File: src/hw/rtl/bfpu_pkg.sv
`timescale 1ns / 1ps

package bfpu_pkg;

    localparam int BFPU_STORE_BYTES = 32;
    localparam int BFPU_MAX_BYTES   = 32;
    localparam int BFPU_VAL_W       = 64;
    localparam int BFPU_POS_W       = 8;
    localparam int BFPU_CNT_W       = 7;
    localparam int BFPU_ADDR_W      = 5;

    typedef enum logic [1:0] {
        OP_PUT      = 2'd0,
        OP_TAKE     = 2'd1,
        OP_START_WR = 2'd2,
        OP_START_RD = 2'd3
    } op_t;

    typedef enum logic {
        ST_IDLE = 1'b0,
        ST_RUN  = 1'b1
    } st_t;

    typedef struct packed {
        logic [3:0] chunk;
        logic [7:0] new_byte;
        logic [7:0] rd_bits;
    } byte_res_t;

endpackage

File: src/hw/rtl/bit_field_packer_unpacker_unit.sv
`timescale 1ns / 1ps

// Channel | Direction | Handshake            | Payload
// input   | in        | start, busy          | op, field_bits, field_value, limit_bits
// result  | out       | done (one-cycle)     | taken_value, overrun, read_bits_left,
//         |           |                      | write_bits_left
//
// Start ops, refused fields and zero-length fields: done in the cycle after acceptance.
// Put or take: works through one store byte at a time (nine at most for 64 bits), done
// in the cycle after the last byte; the shared byte merge/extract unit sets each chunk.
// Reset clears the store, positions and limits at once; no sweep follows.
// busy is high while bytes are in flight; a new item may start in the done cycle.
// The receiver cannot stall: each result stands for exactly one cycle.
module bit_field_packer_unpacker_unit #(
    parameter int STORE_BYTES = bfpu_pkg::BFPU_STORE_BYTES
) (
    input  logic                            clk,
    input  logic                            rst_n,
    input  logic                            start,
    output logic                            busy,
    input  logic [1:0]                      op,
    input  logic [bfpu_pkg::BFPU_CNT_W-1:0] field_bits,
    input  logic [bfpu_pkg::BFPU_VAL_W-1:0] field_value,
    input  logic [bfpu_pkg::BFPU_POS_W-1:0] limit_bits,
    output logic                            done,
    output logic [bfpu_pkg::BFPU_VAL_W-1:0] taken_value,
    output logic                            overrun,
    output logic [bfpu_pkg::BFPU_POS_W-1:0] read_bits_left,
    output logic [bfpu_pkg::BFPU_POS_W-1:0] write_bits_left
);
    import bfpu_pkg::*;

    localparam int SR_W = 2 * BFPU_VAL_W;

    st_t                   state_reg, state_next;
    logic                  is_put_reg, is_put_next;
    logic [BFPU_CNT_W-1:0] remain_reg, remain_next;
    logic [SR_W-1:0]       sr_reg, sr_next;
    logic [BFPU_VAL_W-1:0] acc_reg, acc_next;
    logic [BFPU_POS_W-1:0] wpos_reg, wpos_next;
    logic [BFPU_POS_W-1:0] wlim_reg, wlim_next;
    logic [BFPU_POS_W-1:0] rpos_reg, rpos_next;
    logic [BFPU_POS_W-1:0] rlim_reg, rlim_next;
    logic                  done_reg, done_next;
    logic                  over_reg, over_next;

    logic                  accept;
    logic                  last_byte;
    logic                  store_we;
    logic                  wr_over;
    logic                  rd_over;
    logic [BFPU_CNT_W-1:0] align_sh;
    logic [BFPU_POS_W-1:0] cur_pos;
    logic [7:0]            old_byte;
    byte_res_t             bres;
    op_t                   op_in;

    assign op_in    = op_t'(op);
    assign accept   = start && !busy;
    assign cur_pos  = is_put_reg ? wpos_reg : rpos_reg;
    assign wr_over  = ({1'b0, wpos_reg} + {2'b00, field_bits}) > {1'b0, wlim_reg};
    assign rd_over  = ({1'b0, rpos_reg} + {2'b00, field_bits}) > {1'b0, rlim_reg};
    assign align_sh = BFPU_CNT_W'(0) - field_bits;
    assign last_byte = (remain_reg == {3'd0, bres.chunk});

    bfpu_store #(
        .STORE_BYTES(STORE_BYTES)
    ) u_store (
        .clk  (clk),
        .rst_n(rst_n),
        .we   (store_we),
        .addr (cur_pos[BFPU_POS_W-1:3]),
        .wdata(bres.new_byte),
        .rdata(old_byte)
    );

    bfpu_byte_unit u_byte (
        .is_put  (is_put_reg),
        .bit_off (cur_pos[2:0]),
        .remain  (remain_reg),
        .wr_bits (sr_reg[SR_W-1 -: 8]),
        .old_byte(old_byte),
        .res     (bres)
    );

    always_comb
    begin
        state_next = state_reg;
        unique case (state_reg)
            ST_IDLE:
            begin
                if (accept && field_bits != '0 &&
                    ((op_in == OP_PUT && !wr_over) || (op_in == OP_TAKE && !rd_over)))
                begin
                    state_next = ST_RUN;
                end
            end
            ST_RUN:
            begin
                if (last_byte)
                begin
                    state_next = ST_IDLE;
                end
            end
            default:
            begin
                state_next = ST_IDLE;
            end
        endcase
    end

    always_comb
    begin
        busy     = 1'b0;
        store_we = 1'b0;
        unique case (state_reg)
            ST_IDLE:
            begin
                busy = 1'b0;
            end
            ST_RUN:
            begin
                busy     = 1'b1;
                store_we = is_put_reg;
            end
            default:
            begin
                busy = 1'b0;
            end
        endcase
    end

    always_comb
    begin
        is_put_next = is_put_reg;
        remain_next = remain_reg;
        sr_next     = sr_reg;
        acc_next    = acc_reg;
        wpos_next   = wpos_reg;
        wlim_next   = wlim_reg;
        rpos_next   = rpos_reg;
        rlim_next   = rlim_reg;
        done_next   = 1'b0;
        over_next   = over_reg;

        if (accept)
        begin
            is_put_next = (op_in == OP_PUT);
            remain_next = field_bits;
            sr_next     = {{BFPU_VAL_W{1'b0}}, field_value} << align_sh;
            acc_next    = '0;
            over_next   = 1'b0;
            done_next   = (state_next == ST_IDLE);
            case (op_in)
                OP_PUT:      over_next = wr_over;
                OP_TAKE:     over_next = rd_over;
                OP_START_WR:
                begin
                    wlim_next = limit_bits;
                    wpos_next = '0;
                end
                default:
                begin
                    rlim_next = limit_bits;
                    rpos_next = '0;
                end
            endcase
        end
        else if (state_reg == ST_RUN)
        begin
            remain_next = remain_reg - {3'd0, bres.chunk};
            sr_next     = sr_reg << bres.chunk;
            done_next   = last_byte;
            if (is_put_reg)
            begin
                wpos_next = wpos_reg + {4'd0, bres.chunk};
            end
            else
            begin
                rpos_next = rpos_reg + {4'd0, bres.chunk};
                acc_next  = (acc_reg << bres.chunk) | {{(BFPU_VAL_W-8){1'b0}}, bres.rd_bits};
            end
        end
    end

    always_ff @(posedge clk or negedge rst_n)
    begin
        if (!rst_n)
        begin
            state_reg  <= ST_IDLE;
            wpos_reg   <= '0;
            wlim_reg   <= '0;
            rpos_reg   <= '0;
            rlim_reg   <= '0;
            done_reg   <= 1'b0;
            over_reg   <= 1'b0;
            is_put_reg <= 1'b0;
            remain_reg <= '0;
            acc_reg    <= '0;
        end
        else
        begin
            state_reg  <= state_next;
            wpos_reg   <= wpos_next;
            wlim_reg   <= wlim_next;
            rpos_reg   <= rpos_next;
            rlim_reg   <= rlim_next;
            done_reg   <= done_next;
            over_reg   <= over_next;
            is_put_reg <= is_put_next;
            remain_reg <= remain_next;
            acc_reg    <= acc_next;
        end
    end

    always_ff @(posedge clk)
    begin
        sr_reg <= sr_next;
    end

    assign done            = done_reg;
    assign taken_value     = acc_reg;
    assign overrun         = over_reg;
    assign read_bits_left  = rlim_reg - rpos_reg;
    assign write_bits_left = wlim_reg - wpos_reg;

`ifndef SYNTHESIS
    a_wpos_in_limit: assert property (@(posedge clk) disable iff (!rst_n)
        wpos_reg <= wlim_reg)
        else $error("write position past write limit");

    a_rpos_in_limit: assert property (@(posedge clk) disable iff (!rst_n)
        rpos_reg <= rlim_reg)
        else $error("read position past read limit");

    a_run_has_bits: assert property (@(posedge clk) disable iff (!rst_n)
        state_reg == ST_RUN |-> remain_reg != '0)
        else $error("byte loop running with no bits left");

    a_overrun_zero: assert property (@(posedge clk) disable iff (!rst_n)
        (done && overrun) |-> taken_value == '0)
        else $error("refused field returned data");

    a_accept_progress: assert property (@(posedge clk) disable iff (!rst_n)
        accept |=> (done || state_reg == ST_RUN))
        else $error("accepted item neither running nor finished");
`endif

endmodule

File: src/hw/rtl/bfpu_store.sv
`timescale 1ns / 1ps

module bfpu_store #(
    parameter int STORE_BYTES = 32
) (
    input  logic                           clk,
    input  logic                           rst_n,
    input  logic                           we,
    input  logic [bfpu_pkg::BFPU_ADDR_W-1:0] addr,
    input  logic [7:0]                     wdata,
    output logic [7:0]                     rdata
);
    import bfpu_pkg::*;

    localparam int IDX_W = (STORE_BYTES > 1) ? $clog2(STORE_BYTES) : 1;
    localparam logic [BFPU_ADDR_W:0] DEPTH = (BFPU_ADDR_W + 1)'(STORE_BYTES);

    logic [7:0]       mem_reg [STORE_BYTES];
    logic             in_range;
    logic [IDX_W-1:0] idx;

    assign in_range = {1'b0, addr} < DEPTH;
    assign idx      = addr[IDX_W-1:0];
    assign rdata    = in_range ? mem_reg[idx] : 8'd0;

    always_ff @(posedge clk or negedge rst_n)
    begin
        if (!rst_n)
        begin
            for (int i = 0; i < STORE_BYTES; i++)
            begin
                mem_reg[i] <= 8'd0;
            end
        end
        else if (we && in_range)
        begin
            mem_reg[idx] <= wdata;
        end
    end

endmodule

File: src/hw/rtl/bfpu_byte_unit.sv
`timescale 1ns / 1ps

module bfpu_byte_unit (
    input  logic                          is_put,
    input  logic [2:0]                    bit_off,
    input  logic [bfpu_pkg::BFPU_CNT_W-1:0] remain,
    input  logic [7:0]                    wr_bits,
    input  logic [7:0]                    old_byte,
    output bfpu_pkg::byte_res_t           res
);
    import bfpu_pkg::*;

    logic [3:0] avail;
    logic [3:0] chunk;
    logic [3:0] end_off;
    logic [7:0] mask;
    logic [7:0] rd_shift;

    always_comb
    begin
        avail    = 4'd8 - {1'b0, bit_off};
        chunk    = (remain < {3'd0, avail}) ? remain[3:0] : avail;
        end_off  = {1'b0, bit_off} + chunk;
        mask     = (8'hFF >> bit_off) & ~(8'hFF >> end_off);
        rd_shift = old_byte << bit_off;

        res.chunk    = chunk;
        res.new_byte = is_put ? ((old_byte & ~mask) | ((wr_bits >> bit_off) & mask))
                              : old_byte;
        res.rd_bits  = rd_shift >> (4'd8 - chunk);
    end

endmodule

File: config.mk
export PLATFORM = sky130hd
export DESIGN_NAME = bit_field_packer_unpacker_unit
export DESIGN_NICKNAME = d
export VERILOG_FILES = /design/src/hw/rtl/bfpu_pkg.sv /design/src/hw/rtl/bit_field_packer_unpacker_unit.sv /design/src/hw/rtl/bfpu_store.sv /design/src/hw/rtl/bfpu_byte_unit.sv
export SDC_FILE = /design/constraint.sdc
export NUM_CORES = 2
export LEC_CHECK = 0
export ABC_AREA = 1
export BUFFER_PORTS_ARGS = -buffer_cell sky130_fd_sc_hd__clkbuf_2
export CAP_MARGIN = 0
export CORE_ASPECT_RATIO = 0.8
export CORE_UTILIZATION = 30
export CTS_CLUSTER_DIAMETER = 50
export DETAILED_ROUTE_END_ITERATION = 12
export GPL_ROUTABILITY_DRIVEN = 0
export PLACE_DENSITY = 0.47
export SYNTH_ARGS = -nofsm -noshare
export SYNTH_HDL_FRONTEND = slang
export SYNTH_HIERARCHICAL = 1
export SYNTH_SLANG_ARGS = --single-unit
File: constraint.sdc
create_clock -name clk -period 10.3 [get_ports clk]
set_input_delay 1.03 -clock clk [delete_from_list [all_inputs] [get_ports clk]]
set_output_delay 1.03 -clock clk [all_outputs]
set_load 0.02 [all_outputs]
# Word level (Yosys, flattened, before mapping)
# Cells that the tools add are included.
# totals
reg_bits	491
output_inout_bits	83
elab_cells	136
in_bits	84
# classes
bitwise	11
eq_ne	6
addsub	11
reduce_logical	20
order_cmp	5
n_mux	32
shifts	8
# op_table
op	count
$bwmux 256	1
$mux 128	2
$mux 64	3
$shl 128x4->128	1
$shl 64x7->128	1
$mux 8	13
$or 64x8->64	1
$shl 64x4->64	1
$bmux 8 s5	1
$demux 8 s5	1
$and 8x8->8	3
$add 8x7->9	2
$gt 9x8->1	2
$add 8x4->8	2
$not 8->8	2
$sub 8x8->8	2
$mux 7	2
$or 8x8->8	1
$shl 8x3->8	1
$shr 8x3->8	1
$shr 8x3->8 const A	1
$shr 8x4->8	1
$shr 8x4->8 const A	1
$eq 7x4->1	1
26 further kinds	46

# Depth between registers and ports, before layout
# logic_depth
ltp_word	13
mapped_depth	34
ltp_nobuf	29

# Cells and area by module
# The synthesis kept the hierarchy.
# modules_own_cells
mod	seq_area_each_um2	cells_each	area_per_inst_um2	n_inst
bit_field_packer_unpacker_unit	6521.3	4111	24653.6	1
bfpu_store	6406.1	1633	12380.6	1
bfpu_byte_unit	0.0	276	1413.9	1

# Worst setup path after synthesis
# OpenSTA, ideal clock, no wires.
# synth_timing
path_kind	reg-to-reg
start	reg is_put_reg
end	reg remain_reg[5]
required_time_ns	10.039
setup_ns	0.261
arrival_ns	4.782
stages_incl_launch_ff	30
setup_slack_ns	5.258
n_path_buf	7
period_less_slack_ns	5.042
cell_sequence	dfrtp_1 > buf_2 > clkbuf_1 > nand2_1 > o21ai_0 > inv_2 > buf_2 > ha_1 > ha_1 > inv_1 > ha_1 > a21oi_1 > nand2_2 > nand2_4 > nand2_4 > nand2_1 > o21ai_4 > inv_1 > buf_2 > inv_1 > buf_2 > buf_2 > buf_2 > ha_1 > nand2_1 > nor2_1 > o21ai_0 > nand3_1 > o21ai_0 > o221ai_1
# synth_lines
element	line	source
from (decl)	bit_field_packer_unpacker_unit.sv:36	logic is_put_reg, is_put_next;
from (signal assigned)	bit_field_packer_unpacker_unit.sv:210	is_put_reg <= is_put_next;
to (signal assigned)	bit_field_packer_unpacker_unit.sv:211	remain_reg <= remain_next;
to (decl)	bit_field_packer_unpacker_unit.sv:37	logic [BFPU_CNT_W-1:0] remain_reg, remain_next;

==> results.json <==
{
  "synth_seq_cells": 491,
  "layout_common_cells": "2482 x nand2_1, 1092 x nand3_1, 451 x o21ai_0, 363 x dfrtp_1, 216 x nor2_1",
  "ant_nets": 0,
  "dr_wl_met2_um": 66900,
  "final_layout_size_suffix_gt1_share_pct": 8.81,
  "path_class": "flop to flop",
  "crit_fanout": 101,
  "period_share_pct": 62.5,
  "port_buffers": 166,
  "dp_hpwl_um": 111000,
  "root_buffer": "clkbuf_16",
  "hold_violations": 0,
  "numCtsBuffers": 80,
  "pin_count": 167,
  "slew_headroom_pct": 24.6,
  "row_count": 117,
  "ctsHoldBuffers": 0,
  "rsz0062_at_grt": "no",
  "slew_viol_final": 0,
  "fin_crit_ns": 6.44,
  "final_common_cell": "nand2_1",
  "grt_pass1_wl_um": 239000,
  "synth_area_per_cell_um2": 6.39,
  "drc": 0,
  "gr-total-overflow": 0,
  "vias": 40500,
  "required_ns": 10.87,
  "dr.pass1.iters": 7,
  "wl_per_cell_um": 20.6,
  "min_path_type": "input pin to asynchronous set/reset pin",
  "antennaDiodeCount": 0,
  "met1_length_um": 75200,
  "grtUsageTotal_pct": 23.8,
  "cap_viol_max_count": 0,
  "worst_pin_slew_ns": 1.13,
  "finalSetupTns_ns": 0,
  "yosysWarnings": 6,
  "via_per_inst": 5.29,
  "synth_nets": 6180,
  "fp.coreArea_mm2": 0.127,
  "ys_top_cells_by_area": "nand2_1 24%, dfrtp_1 24%, nand3_1 14%",
  "end_kind": "flop",
  "worstPathArrival_ns": 7.00,
  "worstSetupStartpointType": "flop",
  "clk_latency_ns": 0.71,
  "post_cts_buffers": 0,
  "synthToLayoutAreaGrowth_pct": 11.4,
  "antenna_found_initial": 2,
  "dieArea_mm2": 0.130,
  "setup_viol_count_final": 0,
  "skew_ns": 0.0409,
  "syn_area_mm2": 0.0384,
  "synth_top_cell_by_area": "nand2_1",
  "path_clk_slew_ns": 0.06,
  "status": "complete, no violations",
  "die_h_um": 322,
  "grt_pass1_vias": 37000,
  "initial_utilization_pct": 30.2,
  "grt_start_max_net_pins": 148,
  "cts-resized-gates": 0,
  "synth_top_cell_area_share_pct": 24.3,
  "routed_wl_um": 157000,
  "cts_tree": "done",
  "highest_layer": "met5",
  "synth-edff-count": 128,
  "wl_met3_um": 10600,
  "largest_reg_flops": 256,
  "syn_inst": 6020,
  "die_w_um": 402,
  "cts_max_path_buffers": 3,
  "cts.sinks": 491,
  "synth_cell_types": 54,
  "synth_ff_type": "dfrtp_1",
  "h-tree-depth": 3,
  "fmax_ghz": 0.155,
  "drt_iter0_markers": 4629,
  "yosysSeqAreaShare_pct": 33.6,
  "synthArstFlopShare_pct": 73.9,
  "nNetsFinal": 6078
}
layer usage:
layer,track usage (%),up-vias
li1,-,19800
met1,35.6,19000
met2,35.1,1447
met3,3.35,215
met4,7.14,4
met5,0,-
synthesized netlist by cell type, types with 9 or more instances:
cell type	instances
buf_4	14
o21ai_2	48
nor2_1	219
buf_2	146
a21oi_1	124
a22o_1	25
xor2_1	20
and2_1	13
ha_1	68
a31oi_1	49
inv_2	18
nor3_1	12
nand2_2	11
inv_1	215
mux2i_1	14
o221ai_1	9
nand4_1	38
dfrtp_1	363
buf_6	11
nand3_1	1092
o211ai_1	42
nand2_4	14
edfxtp_1	128
nand3b_1	9
o21ai_1	34
buf_1	51
clkbuf_1	187
o22ai_1	13
xnor2_1	10
o21ai_0	457
nand2_1	2484
or2_2	33
final cells by class:
class,instances,area (µm²)
inverter,237,916
tap,1666,2080
clock inverter,51,543
timing repair buffer,225,1300
fill,14100,84400
sequential,491,12900
multi-input combinational,4883,22900
clock buffer,95,2140
worst paths after layout:
path	from	end	slack (ns)	cells after the start
worst max-delay path	is_put_reg	u_store/mem_reg[114]	3.86	27
worst min-delay path	rst_n	u_store/mem_reg[84]	0.32	1
worst max register to register	is_put_reg	u_store/mem_reg[114]	3.86	27
worst min register to register	u_store/mem_reg[251]	u_store/mem_reg[251]	0.48	2
max in group asynchronous	rst_n	taken_value[58]	7.77	3
min in group clk	u_store/mem_reg[251]	u_store/mem_reg[251]	0.48	2
per-stage QoR:
step           util, %  std cells  setup slack (ns)  area (µm²)  hold slack (ns)
2_1_floorplan        -       6020              5.26       38400            0.453
3_3_place_gp      31.6       7502              3.77       40100            0.465
3_5_place_dp      31.6       7502              3.72       40100            0.467
4_1_cts           33.7       7648              3.70       42800            0.332
5_1_grt           33.7       7648              3.25       42800            0.354
6_report          33.7       7648              3.86       42800            0.318
cells by family (layout without fill, tap and decap cells):
kind of cell	Yosys count	after routing	synth area share, %
adders and majority gates	76	76	2.63
DFF	491	491	33.6
buffers and inverters	646	608	7.13
and+or+nand+nor	3944	3944	43.4
AOI/OAI and AO/OA	817	817	12.1
xor gates and xnor gates	32	32	0.768
muxes	14	14	0.364
critical path, stage by stage, from the launching register on:
cell	delay [ns]
dfrtp_1	0.94
nand2_1	0.15
o21ai_2	0.10
buf_4	0.31
inv_1	0.23
ha_1	0.27
ha_1	0.30
inv_1	0.05
ha_1	0.28
a21oi_1	0.19
nand2_2	0.09
nand2_4	0.09
nand2_4	0.09
nand2_1	0.12
o21ai_4	0.11
inv_6	0.58
ha_1	0.38
a31oi_1	0.24
inv_1	0.08
nand3_2	0.14
o211ai_1	0.14
nand2_1	0.09
nand2_1	0.05
nand2_1	0.05
inv_1	0.04
inv_1	0.68
buf_4	0.37
o21ai_0	0.12
Power is not shown: default switching activity piles up to over one toggle a cycle in this logic, so the estimate is an artifact.
